<file path="src/rtl/legv8_ex_pkg.sv">
package legv8_ex_pkg;

  localparam int MEM_BYTES  = 16384;
  localparam int MEM_AW     = $clog2(MEM_BYTES);
  localparam int REG_COUNT  = 32;
  localparam int RF_AW      = $clog2(REG_COUNT);
  localparam int PROG_DEPTH = 1024;
  localparam int IDX_W      = $clog2(PROG_DEPTH);
  localparam int NXT_W      = IDX_W + 1;
  localparam logic [RF_AW-1:0] LINK_REG = RF_AW'(30);

  typedef enum logic [4:0] {
    OP_ADD   = 5'd0,  OP_ADDS  = 5'd1,  OP_ADDI  = 5'd2,  OP_ADDIS = 5'd3,
    OP_SUB   = 5'd4,  OP_SUBS  = 5'd5,  OP_SUBI  = 5'd6,  OP_SUBIS = 5'd7,
    OP_AND   = 5'd8,  OP_ANDS  = 5'd9,  OP_ANDI  = 5'd10, OP_ANDIS = 5'd11,
    OP_ORR   = 5'd12, OP_ORRI  = 5'd13, OP_EOR   = 5'd14, OP_EORI  = 5'd15,
    OP_LSL   = 5'd16, OP_LSR   = 5'd17, OP_LDUR  = 5'd18, OP_LDURW = 5'd19,
    OP_LDURH = 5'd20, OP_LDURB = 5'd21, OP_STUR  = 5'd22, OP_STURW = 5'd23,
    OP_STURH = 5'd24, OP_STURB = 5'd25, OP_B     = 5'd26, OP_BL    = 5'd27,
    OP_BR    = 5'd28, OP_BCOND = 5'd29, OP_CBZ   = 5'd30, OP_CBNZ  = 5'd31
  } mode_t;

  localparam logic [3:0] CC_EQ = 4'd0,  CC_NE = 4'd1,  CC_HS = 4'd2,  CC_LO = 4'd3;
  localparam logic [3:0] CC_MI = 4'd4,  CC_PL = 4'd5,  CC_VS = 4'd6,  CC_VC = 4'd7;
  localparam logic [3:0] CC_HI = 4'd8,  CC_LS = 4'd9,  CC_GE = 4'd10, CC_LT = 4'd11;
  localparam logic [3:0] CC_GT = 4'd12, CC_LE = 4'd13;

  typedef enum logic [1:0] {
    RS_RN, RS_RM, RS_RD, RS_LR
  } rsel_t;

  typedef enum logic [3:0] {
    S_CLR, S_IDLE, S_RA, S_RB, S_RD, S_RL, S_EXEC, S_LD, S_ST, S_FIN
  } st_t;

  typedef struct packed {
    logic  accept;
    rsel_t rf_sel;
    logic  cap_a;
    logic  cap_b;
    logic  cap_d;
    logic  exec;
    logic  ld_step;
    logic  st_step;
    logic  clr_step;
    logic  finish;
  } cmd_t;

  typedef struct packed {
    logic clr_done;
    logic go_ld;
    logic go_st;
    logic ld_done;
    logic st_done;
  } sts_t;

endpackage

</file>
<file path="src/rtl/legv8_ex_ctrl.sv">
module legv8_ex_ctrl (
  input  logic               clk,
  input  logic               rst_n,
  input  logic               in_valid,
  output logic               in_stall,
  input  logic               out_stall,
  output logic               out_valid,
  input  legv8_ex_pkg::sts_t sts,
  output legv8_ex_pkg::cmd_t cmd
);

  legv8_ex_pkg::st_t state_r, state_nxt;
  logic out_valid_r, out_valid_nxt;
  logic out_free;

  assign out_free  = !(out_valid_r && out_stall);
  assign in_stall  = (state_r != legv8_ex_pkg::S_IDLE);
  assign out_valid = out_valid_r;

  always_ff @(posedge clk) begin
    if (!rst_n) begin
      state_r     <= legv8_ex_pkg::S_CLR;
      out_valid_r <= 1'b0;
    end else begin
      state_r     <= state_nxt;
      out_valid_r <= out_valid_nxt;
    end
  end

  // next state
  always_comb begin
    state_nxt = state_r;
    case (state_r)
      legv8_ex_pkg::S_CLR:  if (sts.clr_done) state_nxt = legv8_ex_pkg::S_IDLE;
      legv8_ex_pkg::S_IDLE: if (in_valid) state_nxt = legv8_ex_pkg::S_RA;
      legv8_ex_pkg::S_RA:   state_nxt = legv8_ex_pkg::S_RB;
      legv8_ex_pkg::S_RB:   state_nxt = legv8_ex_pkg::S_RD;
      legv8_ex_pkg::S_RD:   state_nxt = legv8_ex_pkg::S_RL;
      legv8_ex_pkg::S_RL:   state_nxt = legv8_ex_pkg::S_EXEC;
      legv8_ex_pkg::S_EXEC: begin
        if (sts.go_ld)      state_nxt = legv8_ex_pkg::S_LD;
        else if (sts.go_st) state_nxt = legv8_ex_pkg::S_ST;
        else                state_nxt = legv8_ex_pkg::S_FIN;
      end
      legv8_ex_pkg::S_LD:   if (sts.ld_done) state_nxt = legv8_ex_pkg::S_FIN;
      legv8_ex_pkg::S_ST:   if (sts.st_done) state_nxt = legv8_ex_pkg::S_FIN;
      legv8_ex_pkg::S_FIN:  if (out_free) state_nxt = legv8_ex_pkg::S_IDLE;
      default:              state_nxt = legv8_ex_pkg::S_CLR;
    endcase
  end

  // outputs
  always_comb begin
    cmd = '0;
    cmd.rf_sel = legv8_ex_pkg::RS_RN;
    out_valid_nxt = out_valid_r && out_stall;
    case (state_r)
      legv8_ex_pkg::S_CLR:  cmd.clr_step = 1'b1;
      legv8_ex_pkg::S_IDLE: cmd.accept = in_valid;
      legv8_ex_pkg::S_RA:   cmd.rf_sel = legv8_ex_pkg::RS_RN;
      legv8_ex_pkg::S_RB: begin
        cmd.rf_sel = legv8_ex_pkg::RS_RM;
        cmd.cap_a  = 1'b1;
      end
      legv8_ex_pkg::S_RD: begin
        cmd.rf_sel = legv8_ex_pkg::RS_RD;
        cmd.cap_b  = 1'b1;
      end
      legv8_ex_pkg::S_RL: begin
        cmd.rf_sel = legv8_ex_pkg::RS_LR;
        cmd.cap_d  = 1'b1;
      end
      legv8_ex_pkg::S_EXEC: cmd.exec = 1'b1;
      legv8_ex_pkg::S_LD:   cmd.ld_step = 1'b1;
      legv8_ex_pkg::S_ST:   cmd.st_step = 1'b1;
      legv8_ex_pkg::S_FIN: begin
        if (out_free) begin
          cmd.finish    = 1'b1;
          out_valid_nxt = 1'b1;
        end
      end
      default: ;
    endcase
  end

endmodule

</file>
<file path="config.mk">
export PLATFORM = sky130hd
export DESIGN_NAME = legv8_ex_ctrl
export DESIGN_NICKNAME = d
export VERILOG_FILES = /design/src/rtl/legv8_ex_pkg.sv /design/src/rtl/legv8_ex_ctrl.sv
export SDC_FILE = /design/constraint.sdc
export NUM_CORES = 1
export LEC_CHECK = 0
export BUFFER_PORTS_ARGS = -buffer_cell sky130_fd_sc_hd__clkbuf_2
export CAP_MARGIN = 40
export CORE_MARGIN = 10
export CORE_UTILIZATION = 35
export DETAILED_ROUTE_END_ITERATION = 8
export PLACE_DENSITY = 0.69
export SETUP_SLACK_MARGIN = 0.15
export SLEW_MARGIN = 20
export SYNTH_ARGS = -nofsm -noshare
export SYNTH_HDL_FRONTEND = slang
export SYNTH_SLANG_ARGS = --single-unit
</file>
<file path="constraint.sdc">
create_clock -name clk -period 1.9 [get_ports clk]
set_clock_uncertainty 0.05 [all_clocks]
set_input_delay 0.38 -clock clk [delete_from_list [all_inputs] [get_ports clk]]
set_output_delay 0.38 -clock clk [all_outputs]
set_load 0.01 [all_outputs]
</file>
==> metrics.csv, run 1 <==
stage,metric,value,unit
sta,fin. max-slew vios,0,
synth,Unique masters post-synth,33,
layout,area delta synth->final,51.5,%
synth,number of synthesized flops with an enable pin,0,
clocking,CTS max path bufs,2,
flow_run,max cap viols,0,
sta,final period utilization,95.4,%
global_route,first-pass GRT wire length,2.01,mm
setup_path,Critical Path AT,1.38,ns
sta,Setup-failing EPs final,0,
layout,nets,101,
floorplan,initial core utilization,36.5,%
clocking,Root Buffer,clkbuf_4,
global_route,largest net degree at the start of global routing,11,
global_route,vias in the first global route,498,
layout,layout cells sized above 1,56.0,%
placed_design,DP HPWL,1.04,mm
floorplan,io pins,22,
synth,"Top FF cell, synth",dfxtp_1,
clocking,Clock Latency Late Sink,0.24,ns
power_and_ir_drop,Worst VDD drop,0.416,mV
power_and_ir_drop,PD cells,883,mW/mm²
sta,RSZ-0062 raised after global routing,true,
floorplan,row count,13,
placed_design,GPL Wtd Cong,0.845,
route,WL final,1.30,mm
synth,Syn Std Cell Area,469,µm²
sta,"Hold Vio Cnt, Final",0,
sta,post-route setup TNS,0,ns
synth,Yosys top cell area share,21.3,%
synth,Synth Register Bits,5,
synth,Mapped Cells,60,
synth,ranking of synthesized cells by area,"dfxtp_1 21%, or4b_4 5.9%, nor2_1 5.6%, buf_6 4.8%, a31oi_4 4.5%",
placed_design,DP Worst Slack,0.257,ns
sta,worst setup margin,0.0877,ns
placed_design,dpl cells,96,
setup_path,crit path max fanout,6,
synth,"Net Count, Synth",69,
floorplan,core footprint,0.00128,mm²
synth,sequential element share of the synthesized area,21.3,%
floorplan,die area,0.00321,mm²
synth,post-synth top area cell,dfxtp_1,
layout,ant diodes,0,
power_and_ir_drop,LEAKAGE,0.322,nW
clocking,# H-tree levels,1,
setup_path,CP startpoint kind,flop,
floorplan,die width,56.6,µm
route,post-DR wirelength/cell,12.3,µm
route,DR DRC count,0,
setup_path,"Req. time, crit path",1.47,ns
setup_path,critical setup path kind,flop to output pin,
clocking,CTS tree,yes,
synth,async set-or-reset flop fraction in the synthesized netlist,0,%
floorplan,Die Ht,56.6,µm
synth,most common cell in the synthesized netlist,nor2_1,
route,Vias/cell,5.11,
global_route,total track usage,7.36,%
run_status,outcome,"complete, no violations",
global_route,initial antenna violation count,0,
sta,measured slew at the worst slew-check pin,0.253,ns
clocking,Clock Sinks,5,
placed_design,I/O Buffers,21,
sta,Rel. slew slack,83.0,%
sta,Final min period,1.81,ns
route,Iter 0 DRT Violations,18,
global_route,total grt overflow,0,
synth,Synth Area per Inst,7.82,µm²
route,antenna-violating nets left,0,
synth,"top cells by count, synth","7 x nor2_1, 5 x dfxtp_1, 5 x nand2_1",
hold_path,Hold Crit Class,primary input to flop,
setup_path,Worst setup EP type,output pin,
route,DR pass1 iterations,4,
sta,fmax,552,MHz
route,Vias,542,
clocking,clock buffer count from CTS,3,
clocking,Worst-path clk slew,0.04,ns
synth,yosys warns,0,
layout,Finished Layout Cells,106,
## path summary, 6_finish.rpt
check / from / to / slack (ns) / cells past startpoint
worst max-delay path: state_r[2] / cmd[0] / 0.09 / 3
worst min-delay path: rst_n / state_r[3] / 0.35 / 2
worst max register to register: state_r[2] / state_r[1] / 0.20 / 6
worst min register to register: out_valid / out_valid / 0.47 / 2
## registers in the layout, indices dropped and copies added, names as in the netlist
| signal | flops |
|---|---|
| out_valid | 1 |
| state_r | 4 |
## stage by stage
step | total power, mW | hold WS, ns | util, % | area (µm²)
after detailed placement | 0.452 | 0.466 | 46.3 | 594
after floorplan | 0.368 | 0.447 | - | 469
after global routing | 0.677 | 0.351 | 55.3 | 711
final | 0.628 | 0.354 | 55.3 | 711
after global placement | 0.453 | 0.460 | 46.3 | 594
after CTS | 0.612 | 0.345 | 52.1 | 669
## per-layer routing
layer | track usage, % | routed length (µm)
met3 | 4.94 | 121
met2 | 11.0 | 604
met1 | 8.25 | 575
met4 | 2.06 | 0
met5 | 0 | 0
## where the power goes
group | switching [mW] | internal [mW] | leakage [nW]
Combinational | 0.178 | 0.187 | 0.264
Clock | 0.0399 | 0.0792 | 0.0150
Sequential | 0.0172 | 0.127 | 0.0430
## cell families after synthesis
logic type	share of synthesized area [%]
AOI/OAI and AO/OA	27.7
buffers and inverters	11.7
DFF	21.3
and+or+nand+nor	39.2
## worst max-delay path: stages (launching register included)
cell and delay, ns:
dfxtp_4 0.35, or4bb_1 0.53, a21oi_1 0.12, buf_2 0.14
## area by class of cell
| cell class | instances | area, µm² |
|---|---|---|
| sequential | 5 | 110 |
| timing repair buffer | 33 | 209 |
| multi-input combinational | 46 | 335 |
| tap | 15 | 18.8 |
| clock buffer | 4 | 26.3 |
| fill | 117 | 574 |
| inverter | 3 | 11.3 |
## placed cells by master, fill, tap and decap left out, types with 2 or more instances in the layout
cell type	count
buf_6	3
o31ai_1	2
buf_4	10
o21ai_0	2
nand2_1	5
dfxtp_4	2
inv_1	2
nor2_1	7
a21oi_1	3
buf_2	2
nor3_1	3
or4b_4	2
clkbuf_2	18
dfxtp_2	2
clkbuf_4	3
## timing repair
item | in CTS | in global routing
pin swaps | 2 | 1
resized for setup | 8 | 9
endpoints found under the setup margin | 9 | 7
gates cloned | 0 | 0
hold buffers | 0 | 0
setup buffers | 4 | 2
(Power assumes the default switching activity.)
==> run 2, diff against run 1 <==
--- a/config.mk
+++ b/config.mk
@@ -10,8 +10,10 @@
 export CORE_MARGIN = 10
 export CORE_UTILIZATION = 35
 export DETAILED_ROUTE_END_ITERATION = 8
+export GPL_TIMING_DRIVEN = 0
 export PLACE_DENSITY = 0.69
 export SETUP_SLACK_MARGIN = 0.15
+export SKIP_LAST_GASP = 1
 export SLEW_MARGIN = 20
 export SYNTH_ARGS = -nofsm -noshare
 export SYNTH_HDL_FRONTEND = slang
==> run 2 against run 1 <==
Compared with the run above: cell area grew 19%; count of clock-buffer cells in the layout is the same; wire length grew 25%; fmax shrank 3.0%; global-route usage grew 1.9 points; sequential share of layout area shrank 3.1 points; critical endpoint unchanged; largest power group unchanged.
==> metrics.csv, run 2 (synthesized netlist as in run 1, its figures left out) <==
stage,metric,value,unit,change
setup_path,R2R Setup Slk,0.15,ns,-0.05 ns
layout,fill cell count,108,,-7.7%
layout,most frequent cells in the layout,"16 x clkbuf_2, 13 x buf_4, 10 x buf_6, 6 x nor2_1, 5 x nand2_1",,
layout,Finished Layout Cells,116,,+9.4%
sta,final period utilization,98.4,%,+3.0 points
setup_path,Worst setup EP type,output pin,,
route,WL final,1.63,mm,+25%
global_route,total grt overflow,0,,unchanged
layout,max FFs per register,4,,unchanged
clocking,CTS max path bufs,2,,unchanged
setup_path,Reg2Reg Capture Point,state_r[1],,
layout,largest reg by FF count,state_r,,
sta,Final min period,1.87,ns,+0.0569 ns
global_route,total track usage,9.25,%,+1.9 points
setup_path,crit path max fanout,5,,-1
floorplan,io pins,22,,unchanged
placed_design,I/O Buffers,21,,unchanged
layout,ant diodes,0,,unchanged
route,DR pass1 iterations,4,,unchanged
hold_path,Hold Path Depth,2,,unchanged
layout,area delta synth->final,80.3,%,
setup_path,RR Startpoint,state_r[0],,
sta,fin. max-slew vios,0,,unchanged
global_route,vias in the first global route,611,,+23%
sta,fmax,535,MHz,-3.0%
global_route,GR peak layer,met2,,
sta,Setup-failing EPs final,0,,unchanged
setup_path,slowest CP cell,or4bb_4,,
clocking,clock buffer count from CTS,3,,unchanged
hold_path,hold_sp,rst_n,,
global_route,met2 Track Usage GR,15.8,%,+4.9 points
sta,RSZ-0062 raised after global routing,true,,
route,Iter 0 DRT Violations,5,,-13
floorplan,initial core utilization,36.5,%,unchanged
global_route,GRT met3 Usage,2.92,%,-2.0 points
global_route,largest net degree at the start of global routing,11,,unchanged
layout,"most common cell after layout, fill and taps aside",clkbuf_2,,
hold_path,Hold Crit Class,primary input to flop,,
floorplan,core footprint,0.00128,mm²,unchanged
route,Vias,597,,+10%
route,Vias/cell,5.15,,+0.65%
flow_run,max cap viols,0,,unchanged
sta,worst setup margin,0.0308,ns,-0.0569 ns
setup_path,"Req. time, crit path",1.47,ns,about the same
placed_design,dpl cells,96,,unchanged
setup_path,worst path buffer plus inverter count,2,,+1
clocking,# H-tree levels,1,,unchanged
power_and_ir_drop,LEAKAGE,0.386,nW,+20%
layout,nets,111,,+9.9%
setup_path,Critical Path AT,1.44,ns,+0.06 ns
sta,post-route setup TNS,0,ns,unchanged
hold_path,"Endpoint, Worst Hold",state_r[3],,
clocking,Clock Sinks,5,,unchanged
clocking,Root Buffer,clkbuf_4,,
sta,Rel. slew slack,80.3,%,-2.7 points
global_route,first-pass GRT wire length,2.55,mm,+27%
clocking,Clock Latency Late Sink,0.24,ns,about the same
placed_design,DP Worst Slack,0.214,ns,-0.0435 ns
run_status,outcome,"complete, no violations",,
setup_path,critical path startpoint,state_r[0],,
placed_design,GPL Wtd Cong,0.847,,+0.25%
floorplan,die width,56.6,µm,unchanged
route,DR DRC count,0,,unchanged
clocking,quantity of hold-fixing buffers added after cts,0,,unchanged
route,post-DR wirelength/cell,14.0,µm,+14%
floorplan,Die Ht,56.6,µm,unchanged
setup_path,critical setup path kind,flop to output pin,,
global_route,met1 usage,9.77,%,+1.5 points
power_and_ir_drop,PD cells,868,mW/mm²,-1.7%
floorplan,die area,0.00321,mm²,unchanged
clocking,CTS tree,yes,,
setup_path,critical path's largest stage delay,0.54,ns,about the same
global_route,initial antenna violation count,0,,unchanged
setup_path,R2R depth,7,,+1
setup_path,CP startpoint kind,flop,,
layout,final core utilization,65.8,%,+11 points
layout,layout cells sized above 1,64.4,%,+8.3 points
floorplan,row count,13,,unchanged
sta,hold slack,0.377,ns,+0.0228 ns
sta,"Hold Vio Cnt, Final",0,,unchanged
route,antenna-violating nets left,0,,unchanged
clocking,Worst-path clk slew,0.04,ns,about the same
power_and_ir_drop,Worst VDD drop,0.507,mV,+22%
placed_design,DP HPWL,1.02,mm,-1.7%
setup_path,CP cell instances,buf_6 -> or4bb_4 -> a21oi_2 -> buf_2,,
setup_path,Crit path max-delay family,simple AND/OR/NAND/NOR gates,,
sta,measured slew at the worst slew-check pin,0.294,ns,+0.0404 ns
run 2: power breakdown:
group	internal [mW]	switching, mW
sequential	0.125	0.0127
combinational	0.261	0.212
clock	0.0795	0.0444
run 2: worst max-delay path by stage:
stage                        end  slack, ns  cells past startpoint
final                     cmd[0]       0.03                      4
after global routing      cmd[2]      -0.01                      5
after CTS                 cmd[0]       0.05                      4
after detailed placement  cmd[0]       0.21                      4
after global placement    cmd[0]       0.22                      4
after floorplan           cmd[0]       0.30                      3
run 2: timing repair:
item                                    CTS  global route
endpoints found under the setup margin    6             9
buffers inserted                          9             7
gates resized for setup                  17            19
pin swaps                                 6             9
run 2: final cells by class:
| class | count | area (µm²) | share of cell area (%) |
|---|---|---|---|
| Buffer | 6 | 63.8 | 7.54 |
| Clock buffer | 4 | 26.3 | 3.11 |
| Inverter | 3 | 11.3 | 1.33 |
| Multi-Input combinational cell | 46 | 374 | 44.2 |
| Sequential cell | 5 | 105 | 12.4 |
| Tap cell | 15 | 18.8 | 2.22 |
| Timing Repair Buffer | 37 | 246 | 29.1 |
run 2: layer usage:
layer | share of wire (%) | wire (µm) | vias to the layer above
met5 | 0 | 0 | -
met4 | 1.9 | 31 | 0
met3 | 5.5 | 89 | 4
met2 | 50 | 812 | 20
met1 | 43 | 693 | 273
li1 | - | - | 300
run 2: per-stage QoR:
step | instance area, µm² | power [mW]
after floorplan | 469 | 0.368
after global placement | 593 | 0.447
after detailed placement | 593 | 0.450
after CTS | 743 | 0.637
after global routing | 846 | 0.783
final | 846 | 0.735
==> run 3, diff against run 2 <==
--- a/config.mk
+++ b/config.mk
@@ -6,7 +6,6 @@
 export NUM_CORES = 1
 export LEC_CHECK = 0
 export BUFFER_PORTS_ARGS = -buffer_cell sky130_fd_sc_hd__clkbuf_2
-export CAP_MARGIN = 40
 export CORE_MARGIN = 10
 export CORE_UTILIZATION = 35
 export DETAILED_ROUTE_END_ITERATION = 8
==> constraint.sdc (replaced) <==
create_clock -name clk -period 2.4 [get_ports clk]
set_clock_uncertainty 0.05 [all_clocks]
set_input_delay 0.48 -clock clk [delete_from_list [all_inputs] [get_ports clk]]
set_output_delay 0.48 -clock clk [all_outputs]
set_load 0.01 [all_outputs]
==> run 3 against run 2 <==
Compared with the run above: wire length fell by 25%; hold slack improved by 0.091 ns; final cell count fell by 14%; register-to-register slack improved by 0.68 ns; critical path depth did not move; combinational power fell by 47%; largest power group unchanged.
==> metrics.csv, run 3 (synthesized netlist as in run 1, its figures left out) <==
stage,metric,value,unit,change
floorplan,core footprint,0.00128,mm²,unchanged
global_route,vias in the first global route,519,,-15%
hold_path,Hold Path Depth,2,,unchanged
sta,measured slew at the worst slew-check pin,0.379,ns,+0.0850 ns
route,post-DR wirelength/cell,12.2,µm,-13%
power_and_ir_drop,Reg power frac,23.3,%,+4.5 points
global_route,initial antenna violation count,0,,unchanged
layout,largest reg by FF count,state_r,,
placed_design,GPL Wtd Cong,0.847,,unchanged
floorplan,io pins,22,,unchanged
global_route,first-pass GRT wire length,2.09,mm,-18%
global_route,largest net degree at the start of global routing,11,,unchanged
sta,Rel. slew slack,74.8,%,-5.5 points
setup_path,CP startpoint kind,flop,,
placed_design,DP HPWL,1.02,mm,unchanged
clocking,CTS tree,yes,,
clocking,clock buffer count from CTS,3,,unchanged
clocking,Post-CTS Repair Setup Buffers,0,,-9
floorplan,die area,0.00321,mm²,unchanged
clocking,Clock Sinks,5,,unchanged
power_and_ir_drop,Switching Share,38.7,%,+2.1 points
floorplan,initial core utilization,36.5,%,unchanged
setup_path,critical path startpoint,state_r[0],,
layout,max FFs per register,4,,unchanged
global_route,GR peak layer,met2,,
sta,fmax,490,MHz,
setup_path,R2R depth,4,,-3
sta,"Hold Vio Cnt, Final",0,,unchanged
global_route,total grt overflow,0,,unchanged
power_and_ir_drop,Logic pwr share,55.3,%,-9.1 points
layout,fill cell count,141,,+31%
setup_path,"Req. time, crit path",1.87,ns,+0.40 ns
sta,Setup-failing EPs final,0,,unchanged
global_route,GRT met3 Usage,2.70,%,-0.22 points
layout,ant diodes,0,,unchanged
setup_path,Worst setup EP type,output pin,,
clocking,Root Buffer,clkbuf_4,,
clocking,Worst-path clk slew,0.05,ns,about the same
clocking,Resize count post-CTS,0,,-17
route,DR pass1 iterations,4,,unchanged
placed_design,I/O Buffers,21,,unchanged
power_and_ir_drop,Worst VDD drop,0.328,mV,-35%
flow_run,max cap viols,0,,unchanged
setup_path,critical setup path kind,flop to output pin,,
setup_path,RR Startpoint,state_r[2],,
global_route,total track usage,7.55,%,-1.7 points
hold_path,Hold Crit Class,flop to flop,,
setup_path,Critical Path AT,1.51,ns,+0.07 ns
layout,layout cells sized above 1,41.2,%,-23 points
power_and_ir_drop,PD cells,726,mW/mm²,-16%
layout,area delta synth->final,32.0,%,
sta,hold slack,0.468,ns,+0.0913 ns
sta,fin. max-slew vios,0,,unchanged
route,antenna-violating nets left,0,,unchanged
layout,"most common cell after layout, fill and taps aside",clkbuf_2,,
clocking,Clock Latency Late Sink,0.24,ns,about the same
route,Vias/cell,5.14,,-0.13%
route,Vias,514,,-14%
run_status,outcome,"complete, no violations",,
power_and_ir_drop,Pint,276,µW,-41%
hold_path,hold_sp,out_valid,,
power_and_ir_drop,Switching Power,174,µW,-35%
route,Iter 0 DRT Violations,8,,+3
layout,nets,95,,-14%
global_route,met1 usage,8.54,%,-1.2 points
sta,RSZ-0062 raised after global routing,false,,
route,DR DRC count,0,,unchanged
setup_path,crit path max fanout,9,,+4
global_route,met2 Track Usage GR,11.6,%,-4.2 points
floorplan,Die Ht,56.6,µm,unchanged
power_and_ir_drop,clock power share,21.4,%,+4.5 points
clocking,CTS max path bufs,2,,unchanged
sta,final period utilization,85.0,%,
layout,most frequent cells in the layout,"21 x clkbuf_2, 7 x nor2_1, 5 x nand2_1, 5 x dfxtp_1",,
clocking,quantity of hold-fixing buffers added after cts,0,,unchanged
power_and_ir_drop,LEAKAGE,0.282,nW,-27%
floorplan,die width,56.6,µm,unchanged
sta,Final min period,2.04,ns,
sta,post-route setup TNS,0,ns,unchanged
clocking,# H-tree levels,1,,unchanged
route,WL final,1.22,mm,-25%
floorplan,row count,13,,unchanged
-- run 3: layout make-up --
cell class / count / area (µm²) / area share (%)
plain buffers: 6 / 43.8 / 7.07
multi-input cells: 46 / 314 / 50.7
clock buffers: 4 / 26.3 / 4.24
well taps: 15 / 18.8 / 3.03
flip-flops and latches: 5 / 100 / 16.2
repair buffers: 21 / 105 / 17.0
inverters: 3 / 11.3 / 1.82
-- run 3: worst paths after layout --
check / end / slack (ns)
max: cmd[0] / 0.36
min: out_valid / 0.47
max reg2reg: state_r[1] / 0.83
min reg2reg: out_valid / 0.47
-- run 3: power groups by stage --
stage                     clock network [mW]  registers [mW]  logic (mW)
after CTS                             0.0992           0.105       0.252
final                                 0.0960           0.105       0.249
after floorplan                            0           0.105       0.187
after global placement                     0           0.106       0.248
after detailed placement                   0           0.106       0.250
after global routing                   0.105           0.106       0.277
-- run 3: stage by stage --
stage | total power [mW] | cells | setup slack, ns | util, % | instance area (µm²)
6_report | 0.449 | 100 | 0.360 | 48.2 | 619
5_1_grt | 0.489 | 100 | 0.236 | 48.2 | 619
4_1_cts | 0.456 | 100 | 0.360 | 48.2 | 619
3_5_place_dp | 0.357 | 96 | 0.614 | 46.2 | 593
3_3_place_gp | 0.354 | 96 | 0.621 | 46.2 | 593
2_1_floorplan | 0.291 | 60 | 0.701 | - | 469
-- run 3: per-layer routing --
metal | vias to the layer above | share of wire (%)
met5 | - | 0
met3 | 0 | 5.6
met2 | 14 | 46
met1 | 230 | 49
li1 | 270 | -
met4 | 0 | 0
-- run 3: worst max-delay path: stages (launching register included) --
cell,delay (ns)
dfxtp_1,0.31
buf_6,0.12
or4bb_1,0.54
a21oi_1,0.15
clkbuf_2,0.15
